[config.mk]
export PLATFORM = sky130hd
export DESIGN_NAME = one_shot_timer_bank_unit
export DESIGN_NICKNAME = d
export VERILOG_FILES = /design/src/rtl/ostb_pkg.sv /design/src/rtl/ostb_div.sv /design/src/rtl/one_shot_timer_bank_unit.sv
export SDC_FILE = /design/constraint.sdc
export NUM_CORES = 2
export LEC_CHECK = 0
export ABC_AREA = 0
export BUFFER_PORTS_ARGS = -buffer_cell sky130_fd_sc_hd__buf_2
export CAP_MARGIN = 20
export CORE_MARGIN = 4
export CORE_UTILIZATION = 65
export CTS_BUF_LIST = sky130_fd_sc_hd__clkbuf_2 sky130_fd_sc_hd__clkbuf_4 sky130_fd_sc_hd__clkbuf_8
export CTS_CLUSTER_DIAMETER = 40
export DETAILED_ROUTE_END_ITERATION = 6
export GPL_TIMING_DRIVEN = 0
export HOLD_SLACK_MARGIN = 0.08
export PLACE_DENSITY = 0.82
export RECOVER_POWER = 50
export SKIP_CTS_REPAIR_TIMING = 1
export SLEW_MARGIN = 25
export SYNTH_ARGS = -nofsm -noshare
export SYNTH_HDL_FRONTEND = slang
export SYNTH_SLANG_ARGS = --single-unit
[constraint.sdc]
create_clock -name clk -period 21.7 [get_ports clk]
set_input_delay 5.425 -clock clk [delete_from_list [all_inputs] [get_ports clk]]
set_output_delay 5.425 -clock clk [all_outputs]
set_load 0.02 [all_outputs]
[src/rtl/ostb_pkg.sv]
// ----------------------------------------------------------------------------
// One-shot timer bank package
// Shared constants, command codes and sequencer states of the timer bank.
// ----------------------------------------------------------------------------
package ostb_pkg;

	// Bank size and tick period in milliseconds.
	localparam int NUM_TIMERS   = 8;
	localparam int TICK_DIVISOR = 10;

	// Field widths fixed by the interface.
	localparam int CMD_W   = 2;
	localparam int INDEX_W = 3;
	localparam int MS_W    = 32;
	localparam int MASK_W  = 8;

	// Width of one stored count; larger quotients saturate.
	localparam int COUNT_W = 29;

	// Index width for walking the bank.
	localparam int IDX_W = (NUM_TIMERS > 1) ? $clog2(NUM_TIMERS) : 1;

	// Reciprocal of the tick period, rounded up. With a shift of MS_W plus
	// the divisor's bit length, the product gives the exact floor quotient
	// for every dividend of MS_W bits.
	localparam int RECIP_L     = $clog2(TICK_DIVISOR);
	localparam int RECIP_SHIFT = MS_W + RECIP_L;
	localparam int RECIP_W     = MS_W + 1;
	localparam logic [63:0] RECIP_FULL =
		((64'd1 << RECIP_SHIFT) + 64'(TICK_DIVISOR) - 64'd1) / 64'(TICK_DIVISOR);
	localparam logic [RECIP_W-1:0] RECIP = RECIP_FULL[RECIP_W-1:0];

	// The reciprocal is applied in two parts on one narrower multiplier.
	localparam int PART_W = 17;
	localparam int PROD_W = MS_W + RECIP_W;

	// Command codes.
	typedef enum logic [CMD_W-1:0] {
		CMD_TICK  = 2'd0,
		CMD_SET   = 2'd1,
		CMD_CLEAR = 2'd2,
		CMD_NONE  = 2'd3
	} cmd_t;

	// Sequencer states, one-hot.
	typedef enum logic [2:0] {
		ST_IDLE = 3'b001,
		ST_TICK = 3'b010,
		ST_DIV  = 3'b100
	} state_t;

endpackage

[src/rtl/ostb_div.sv]
// ----------------------------------------------------------------------------
// One-shot timer bank divider
// Turns milliseconds into ticks by multiplying with the reciprocal of the
// tick period, one partial product per cycle on a shared multiplier.
// ----------------------------------------------------------------------------
module ostb_div (
	input  logic                        clk,
	input  logic                        arst_n,
	input  logic                        start,
	input  logic [ostb_pkg::MS_W-1:0]   dividend,
	output logic                        done,
	output logic [ostb_pkg::MS_W-1:0]   quotient
);

	logic [ostb_pkg::MS_W-1:0]                 x_q;
	logic [ostb_pkg::PROD_W-1:0]               acc_q;
	logic                                      phase_q;
	logic                                      run_q;
	logic                                      done_q;
	logic [ostb_pkg::PART_W-1:0]               mul_b;
	logic [ostb_pkg::MS_W+ostb_pkg::PART_W-1:0] part;
	logic [ostb_pkg::PROD_W-1:0]               part_ext;

	// Shared multiplier: the low part of the reciprocal first, then the high part.
	always_comb begin
		mul_b    = phase_q
			? ostb_pkg::PART_W'(ostb_pkg::RECIP[ostb_pkg::RECIP_W-1:ostb_pkg::PART_W])
			: ostb_pkg::RECIP[ostb_pkg::PART_W-1:0];
		part     = (ostb_pkg::MS_W+ostb_pkg::PART_W)'(x_q)
			* (ostb_pkg::MS_W+ostb_pkg::PART_W)'(mul_b);
		part_ext = phase_q ? (ostb_pkg::PROD_W'(part) << ostb_pkg::PART_W)
			: ostb_pkg::PROD_W'(part);
	end

	// Control: phase of the multiplication and completion pulse.
	always_ff @(posedge clk or negedge arst_n) begin
		if (!arst_n) begin
			run_q   <= 1'b0;
			done_q  <= 1'b0;
			phase_q <= 1'b0;
		end else begin
			done_q <= 1'b0;
			if (start) begin
				run_q   <= 1'b1;
				phase_q <= 1'b0;
			end else if (run_q) begin
				phase_q <= 1'b1;
				if (phase_q) begin
					run_q  <= 1'b0;
					done_q <= 1'b1;
				end
			end
		end
	end

	// Datapath: capture the dividend, then accumulate the two partial products.
	always_ff @(posedge clk) begin
		if (start) begin
			x_q <= dividend;
		end else if (run_q) begin
			acc_q <= phase_q ? (acc_q + part_ext) : part_ext;
		end
	end

	assign done     = done_q;
	assign quotient = ostb_pkg::MS_W'(acc_q >> ostb_pkg::RECIP_SHIFT);

endmodule

[src/rtl/one_shot_timer_bank_unit.sv]
// ----------------------------------------------------------------------------
// One-shot timer bank
// Eight one-shot down-counting timers advanced by a periodic 10 ms tick.
// ----------------------------------------------------------------------------
// Usage: present cmd, timer_index and time_ms with start high; the beat is
// taken at a rising edge where busy is low. For a set, or a tick while any
// timer is active, busy then stays high until the command has been carried
// out. Every command gives exactly one result beat: done is high for one cycle
// with expired_mask and active_mask, and the receiver must take it then, as it
// cannot stall the block.
// Per command:
//   tick with a nonzero active mask: a single decrement and compare unit
//     walks the counters one per cycle; set: the divider multiplies
//     milliseconds by the tick period's reciprocal in two partial products;
//   idle tick, clear-all and the unused code: finish at once.
// A new command is taken in the cycle its predecessor's result is shown.
// Reset clears all counts, armed flags and the active mask; the first
// command may be taken in the cycle after reset is released.
// ----------------------------------------------------------------------------
module one_shot_timer_bank_unit (
	input  logic                          clk,
	input  logic                          arst_n,
	input  logic                          start,
	output logic                          busy,
	input  logic [ostb_pkg::CMD_W-1:0]    cmd,
	input  logic [ostb_pkg::INDEX_W-1:0]  timer_index,
	input  logic [ostb_pkg::MS_W-1:0]     time_ms,
	output logic                          done,
	output logic [ostb_pkg::MASK_W-1:0]   expired_mask,
	output logic [ostb_pkg::MASK_W-1:0]   active_mask
);

	ostb_pkg::state_t                   state_q;
	ostb_pkg::cmd_t                     cmd_q;
	logic [ostb_pkg::INDEX_W-1:0]       index_q;
	logic [ostb_pkg::IDX_W-1:0]         walk_q;
	logic [ostb_pkg::COUNT_W-1:0]       rem_q [ostb_pkg::NUM_TIMERS];
	logic [ostb_pkg::NUM_TIMERS-1:0]    armed_q;
	logic [ostb_pkg::MASK_W-1:0]        active_q;
	logic [ostb_pkg::MASK_W-1:0]        expired_q;
	logic                               done_q;

	logic                               accept;
	ostb_pkg::cmd_t                     cmd_in;
	logic                               div_start;
	logic                               div_done;
	logic [ostb_pkg::MS_W-1:0]          div_quo;
	logic [ostb_pkg::COUNT_W-1:0]       rd_count;
	logic [ostb_pkg::COUNT_W-1:0]       dec_count;
	logic                               fire;
	logic                               last_walk;
	logic [ostb_pkg::COUNT_W-1:0]       set_count;
	logic                               set_ok;
	logic [ostb_pkg::MASK_W-1:0]        walk_bit;
	logic [ostb_pkg::MASK_W-1:0]        set_bit;

	assign accept    = start && (state_q == ostb_pkg::ST_IDLE);
	assign cmd_in    = ostb_pkg::cmd_t'(cmd);
	assign div_start = accept && (cmd_in == ostb_pkg::CMD_SET);

	// Reciprocal divider for the set command.
	ostb_div u_div (
		.clk      (clk),
		.arst_n   (arst_n),
		.start    (div_start),
		.dividend (time_ms),
		.done     (div_done),
		.quotient (div_quo)
	);

	// Shared decrement and compare unit for the counter under the walk index.
	always_comb begin
		rd_count  = rem_q[walk_q];
		dec_count = rd_count - ostb_pkg::COUNT_W'(rd_count != '0);
		fire      = (dec_count == '0) && armed_q[walk_q];
		last_walk = (walk_q == ostb_pkg::IDX_W'(ostb_pkg::NUM_TIMERS - 1));
		walk_bit  = ostb_pkg::MASK_W'(1) << walk_q;
	end

	// Saturate the quotient to the counter width and check the index.
	always_comb begin
		set_count = (|div_quo[ostb_pkg::MS_W-1:ostb_pkg::COUNT_W])
			? '1 : div_quo[ostb_pkg::COUNT_W-1:0];
		set_ok    = ({1'b0, index_q} < (ostb_pkg::INDEX_W+1)'(ostb_pkg::NUM_TIMERS));
		set_bit   = ostb_pkg::MASK_W'(1) << index_q;
	end

	// Sequencer and bank state.
	always_ff @(posedge clk or negedge arst_n) begin
		if (!arst_n) begin
			state_q   <= ostb_pkg::ST_IDLE;
			cmd_q     <= ostb_pkg::CMD_NONE;
			index_q   <= '0;
			walk_q    <= '0;
			armed_q   <= '0;
			active_q  <= '0;
			expired_q <= '0;
			done_q    <= 1'b0;
			for (int k = 0; k < ostb_pkg::NUM_TIMERS; k++) begin
				rem_q[k] <= '0;
			end
		end else begin
			done_q <= 1'b0;
			unique case (state_q)
				ostb_pkg::ST_IDLE: begin
					if (start) begin
						cmd_q     <= cmd_in;
						index_q   <= timer_index;
						walk_q    <= '0;
						expired_q <= '0;
						if (cmd_in == ostb_pkg::CMD_SET) begin
							state_q <= ostb_pkg::ST_DIV;
						end else if (cmd_in == ostb_pkg::CMD_TICK && active_q != '0) begin
							state_q <= ostb_pkg::ST_TICK;
						end else begin
							// Idle tick, clear-all and the unused code finish at once.
							done_q <= 1'b1;
							if (cmd_in == ostb_pkg::CMD_CLEAR) begin
								armed_q  <= '0;
								active_q <= '0;
								for (int k = 0; k < ostb_pkg::NUM_TIMERS; k++) begin
									rem_q[k] <= '0;
								end
							end
						end
					end
				end
				ostb_pkg::ST_TICK: begin
					rem_q[walk_q] <= dec_count;
					if (fire) begin
						armed_q[walk_q] <= 1'b0;
						active_q        <= active_q & ~walk_bit;
						expired_q       <= expired_q | walk_bit;
					end
					walk_q <= walk_q + 1'b1;
					if (last_walk) begin
						state_q <= ostb_pkg::ST_IDLE;
						done_q  <= 1'b1;
					end
				end
				ostb_pkg::ST_DIV: begin
					if (div_done) begin
						if (set_ok) begin
							rem_q[index_q[ostb_pkg::IDX_W-1:0]]   <= set_count;
							armed_q[index_q[ostb_pkg::IDX_W-1:0]] <= (set_count != '0);
							active_q <= active_q | set_bit;
						end
						state_q <= ostb_pkg::ST_IDLE;
						done_q  <= 1'b1;
					end
				end
				default: begin
					state_q <= ostb_pkg::ST_IDLE;
				end
			endcase
		end
	end

	assign busy         = (state_q != ostb_pkg::ST_IDLE);
	assign done         = done_q;
	assign expired_mask = expired_q;
	assign active_mask  = active_q;

	// A result beat is only shown once the sequencer is back at rest.
	assert property (@(posedge clk) disable iff (!arst_n) done |-> !busy)
		else $error("result shown while the sequencer is busy");

	// Only a tick can report expired timers.
	assert property (@(posedge clk) disable iff (!arst_n)
		(done && expired_mask != '0) |-> (cmd_q == ostb_pkg::CMD_TICK))
		else $error("expired timers reported for a command other than tick");

	// An expired timer has lost its active bit.
	assert property (@(posedge clk) disable iff (!arst_n)
		done |-> ((expired_mask & active_mask) == '0))
		else $error("timer both expired and active");

	// An armed timer is always active.
	assert property (@(posedge clk) disable iff (!arst_n)
		((ostb_pkg::MASK_W'(armed_q) & ~active_q) == '0))
		else $error("armed timer without its active bit");

	// The divider completes only while a set command waits for it.
	assert property (@(posedge clk) disable iff (!arst_n)
		div_done |-> (state_q == ostb_pkg::ST_DIV))
		else $error("divider completed outside a set command");

endmodule
Word-level counts from Yosys, hierarchy flattened. Cells that the tools add are included.

Output and inout bits: 18. Logic and storage cells: 141. Bits in registers: 366.

Multipliers: 1. Bitwise operators: 9. Reductions and logical operators: 23. Muxes and demuxes: 60. Equality and inequality tests: 15. Magnitude comparators: 8. Add/sub/neg operators: 3. Shift-type cells: 2.

Operators by type and width (number): 2-to-1 mux 232 bit (5); one-hot mux 232 bit (3 select lines) (1); bitwise mux 232 bit (2); demux 29 bit (select 3 bit) (2); 2-to-1 mux 65 bit (2); 2-to-1 mux 29 bit (4); binary-select mux 29 bit (select 3 bit) (1); 2-to-1 mux 8 bit (10); adder 65 bit (1); nonzero test 29 bit (2); multiplier 32 x 17 -> 49 bit (1); one-hot mux 8 bit (3 select lines) (2); logical NOT 29 bit (1); subtractor 29 x 1 -> 29 bit (1); 2-to-1 mux 3 bit (6); 2-to-1 mux 17 bit (1); AND 8 bit (2); 2-to-1 mux 1 bit (16); NOT 8 bit (2); bitwise OR 8 bit (2); one-hot mux 8 bit (2 select lines) (1); left shift 1 x 3 -> 8 bit (first input constant) (2); inequality test 2 bit (second input constant) (5); one-hot mux 3 bit (3 select lines) (1); other kinds (29) (48).

Logic depth before layout (Yosys ltp).
Depth after elaboration: 10. Gate-level depth with buffers: 38.

Cells and area by module. From an unflattened synthesis, not the netlist that was laid out.

Cell total of the unflattened synthesis: 3909. Area, all modules: 36015.8 um^2.

By module, submodules not included: ostb_div (area an instance 20756.2 um^2, sequential area each 2957.8 um^2, instances 1, cells each 2335); one_shot_timer_bank_unit (area an instance 15259.6 um^2, sequential area each 6657.6 um^2, instances 1, cells each 1574).

Worst setup path before layout. Ideal clock, no wire load.

Kind: reg-to-reg. Start: register u_div.phase_q. End: register u_div.acc_q[59] in the netlist's numbering, data pin. Required time: 21.436 ns. Stages on the path, launching flop included: 37. Arrival time: 9.859 ns. Clock period less this slack: 10.123 ns. Path buffers: 4. Path slack: 11.577 ns. Setup time: 0.264 ns. Cells stage by stage: dfrtp_1 -> clkbuf_1 -> buf_1 -> buf_1 -> nand2_1 -> fa_1 -> fa_1 -> inv_1 -> fa_1 -> fa_1 -> fa_1 -> inv_1 -> fa_1 -> inv_1 -> ha_1 -> a21o_1 -> a21o_1 -> a221o_1 -> nor3b_1 -> a2111oi_0 -> nor2_1 -> o21a_1 -> or3_1 -> and3_1 -> a21o_1 -> ha_1 -> clkbuf_1 -> a21oi_1 -> o21ai_0 -> a2111oi_0 -> o221ai_1 -> a221o_1 -> a21o_1 -> a311o_1 -> a2111oi_0 -> or4_1 -> nand3_1.

Cells in the longest elaborated chain, start to end: 5.

RTL lines: start, declared (RTL line ostb_div.sv:17) `logic phase_q;`; start signal, assigned (RTL line ostb_div.sv:40) `phase_q <= 1'b0;`; start signal, assigned (RTL line ostb_div.sv:45) `phase_q <= 1'b0;`; start signal, assigned (RTL line ostb_div.sv:47) `phase_q <= 1'b1;`; 2-to-1 mux 17 bit (RTL line ostb_div.sv:27) `? ostb_pkg::PART_W'(ostb_pkg::RECIP[ostb_pkg::RECIP_W-1:ostb_pkg::PART_W])`; multiplier 32 x 17 -> 49 bit (RTL line ostb_div.sv:30) `* (ostb_pkg::MS_W+ostb_pkg::PART_W)'(mul_b);`; 2-to-1 mux 65 bit (RTL line ostb_div.sv:31) `part_ext = phase_q ? (ostb_pkg::PROD_W'(part) << ostb_pkg::PART_W)`; adder 65 bit (RTL line ostb_div.sv:61) `acc_q <= phase_q ? (acc_q + part_ext) : part_ext;`; 2-to-1 mux 65 bit (*) (RTL line ostb_div.sv:61); end signal, assigned (RTL line ostb_div.sv:61); end, declared (RTL line ostb_div.sv:16) `logic [ostb_pkg::PROD_W-1:0] acc_q;`.

Every way passes the cells marked *; elsewhere a longest branch is shown, timed or not. A chain may end at the register's enable or synchronous reset.

Final worst setup path.
Start: register u_div.phase_q. End: register u_div.acc_q[55] in the netlist's numbering, data pin.

The elaborated chain is that of the path after synthesis.

==> flow_metrics.py <==
metrics = {
    "layout": {
        "drive_gt1_share_pct": 7.828,
        "fin_util_pct": 71.81,
        "area_growth_syn_to_layout_pct": 9.141,
        "layout.nets": 4667,
        "diodes": 0,
    },
    "worst_setup_path": {
        "required_ps": 22100,
        "crit_path_start": "u_div.phase_q$_DFFE_PN0P_",
        "rr_startpoint": "u_div.phase_q$_DFFE_PN0P_",
        "crit_fanout": 10,
        "crit_type": "reg2reg",
        "crit_path_max_incr_delay_ps": 910,
        "critPathLaunchType": "flip-flop",
        "cp-end-kind": "flip-flop",
        "cp_common_cell": "fa_1",
        "crit_slowest_cell": "a2111oi_0",
        "cp.arrival_ps": 13800,
    },
    "die": {
        "fp.dieArea_um2": 58380,
        "start_util_pct": 65.80,
        "rows": 85,
        "core-area_um2": 53920,
        "ios": 58,
        "die_w_um": 241.6,
        "die_h_um": 241.6,
    },
    "status": {
        "outcome": "finished, violations left",
        "violations": "capacitance limit, slew limit",
    },
    "sta": {
        "setup_viol": 0,
        "rsz0062_at_grt": "no",
        "finalCriticalPeriod_ps": 13400,
        "final_max_slew_viol_count": 299,
        "post-route-period-util_pct": 61.74,
        "max_freq_ghz": 0.07464,
        "worst_pin_slew_ps": 4934,
        "hold_ws_ps": 470.7,
        "max-slew-margin-rel_pct": -228.9,
        "skew_ps": 54.77,
        "hold_viol_final": 0,
        "finalSetupTns_ps": 0,
    },
    "placement": {
        "gp_congestion": 1.033,
        "hpwl_um": 91940,
        "numPortBuffers": 57,
    },
    "route": {
        "drc": 0,
        "wl_per_cell_um": 24.89,
        "vias": 31727,
        "dr.pass1.iters": 6,
        "ant_nets": 0,
        "routed_via_density": 6.580,
        "totalWireLength_um": 120000,
        "drt_iter0_drc": 3804,
    },
    "min_path": {
        "hold_start": "rem_q[188]$_DFFE_PN0P_",
        "min_path_type": "reg2reg",
    },
    "yosys": {
        "yosysWarnings": 0,
        "synthArstFlopShare_pct": 73.70,
        "yosysUniqueCellTypes": 97,
        "synthFlopType": "dfrtp_1",
        "netlist_instances": 3893,
        "ys_seq_area_share_pct": 27.10,
        "ys_seq_elements": 365,
        "syn_avg_cell_area_um2": 9.113,
        "syn_area_um2": 35480,
        "synth-edff-count": 96,
    },
    "global_routing": {
        "grt.overflow.total": 0,
        "antenna_found_initial": 0,
        "grt_pass1_vias": 32137,
        "grt_pass1_wl_um": 183100,
        "grt_max_degree": 91,
        "track_usage_pct": 40.48,
    },
    "cts": {
        "clock_sinks": 365,
        "cts.reportedPaths.clkPinSlew_ps": 60,
        "clock-root-buffer": "clkbuf_8",
        "cts_tree": "done",
        "cts_buffer_depth": 3,
        "numCtsBuffers": 77,
        "clk_latency_ps": 710,
        "cts_max_level": 3,
    },
    "flow_run": {
        "maxCapViolCount": 4,
    },
}
## cell usage after synthesis (all sizes together), types with 96 or more instances
cell type	instances	area, um2
a21o	102	765.7
a21oi	141	705.7
a22oi	224	1682
clkbuf	170	638.1
dfrtp	268	6706
edfxtp	96	2883
fa	288	5766
ha	272	3403
inv	538	2019
nand2	427	1605
nor2	172	645.6
o21ai	327	1637
## cell families after synthesis
logic type	share of synthesized area, %
other cells	0.02117
xor+xnor	2.895
simple gates	12.54
compound gates	19.45
mux	3.964
buf+inv	8.185
flops	27.10
fa+ha+maj	25.84
## cell type report
class | count | area (um2)
repair buffers | 66 | 350.3
clock inverters | 30 | 490.5
fillers | 4170 | 15200
multi-input cells | 2801 | 23100
clock buffers | 108 | 1386
inverters | 539 | 2023
well taps | 696 | 870.8
plain buffers | 217 | 880.8
flip-flops and latches | 365 | 9615
## path summary, 6_finish.rpt
check | slack [ps] | depth (start not counted) | end
setup / recovery | 8300 | 34 | u_div.acc_q[55]$_DFFE_PP_
hold / removal | 470 | 2 | rem_q[188]$_DFFE_PN0P_
setup reg to reg | 8300 | 34 | u_div.acc_q[55]$_DFFE_PP_
hold reg to reg | 470 | 2 | rem_q[188]$_DFFE_PN0P_
max in group asynchronous | 8400 | 3 | rem_q[24]$_DFFE_PN0P_
min in group asynchronous | 4590 | 1 | expired_mask[0]$_DFFE_PN0P_
## per-layer routing
metal / wire [um] / part of all wire (%) / up-vias / global-route usage [%]
met5: 0 / 0 / - / 0
met4: 10760 / 9.0 / 0 / 29.88
met3: 12120 / 10 / 658 / 8.087
met2: 55270 / 46 / 2179 / 65.48
met1: 41870 / 35 / 15135 / 48.31
li1: - / - / 13755 / -
## cell usage in the layout (no fill, tap or decap), types with 32 or more instances in the layout
| master | Yosys | layout |
|---|---|---|
| edfxtp_1 | 96 | 96 |
| xnor2_1 | 63 | 63 |
| nor2b_1 | 37 | 37 |
| nor2_1 | 172 | 166 |
| nand2_1 | 426 | 426 |
| nor3_1 | 37 | 33 |
| a21o_1 | 102 | 102 |
| o21ai_0 | 317 | 317 |
| nand2b_1 | 32 | 32 |
| a22oi_1 | 224 | 224 |
| buf_2 | 11 | 65 |
| clkbuf_1 | 170 | 180 |
| fa_1 | 288 | 288 |
| ha_1 | 272 | 272 |
| and2_1 | 44 | 43 |
| nand3_1 | 49 | 49 |
| clkbuf_8 | 0 | 92 |
| mux2i_1 | 42 | 42 |
| nand4_1 | 35 | 35 |
| dfrtp_1 | 268 | 268 |
| xor2_1 | 48 | 48 |
| a21oi_1 | 141 | 141 |
| inv_1 | 537 | 537 |
## state kept, by name, indices dropped and copies added, names as in the netlist, 3 cells and up, named ones only
| register | cells |
|---|---|
| index_q | 3 |
| active_mask | 8 |
| u_div.x_q | 32 |
| state_q | 3 |
| rem_q | 232 |
| walk_q | 3 |
| armed_q | 8 |
| expired_mask | 8 |
| u_div.acc_q | 63 |
## stage by stage
stage          instance area [um2]  worst slack (ps)  cells
6_report                     38720              8302   4822
5_1_grt                      38720              7000   4822
4_1_cts                      38860              8361   4822
3_5_place_dp                 36990              8360   4684
3_3_place_gp                 36740              8328   4675
2_1_floorplan                35590             11580   3922
## worst max-delay path: cells and delay by family, from the launching register on
kind | cells | cell delay (ps)
buffers and inverters | 6 | 2290
adder cells (fa/ha/maj) | 8 | 3990
XOR/XNOR | 1 | 320
AND/OR/NAND/NOR | 6 | 1430
AO/OA/AOI/OAI | 13 | 4640
flip-flops | 1 | 420
Power is left out: the tool's default activity adds up to more than one toggle a clock period on the data nets, which glitch-free logic cannot reach.
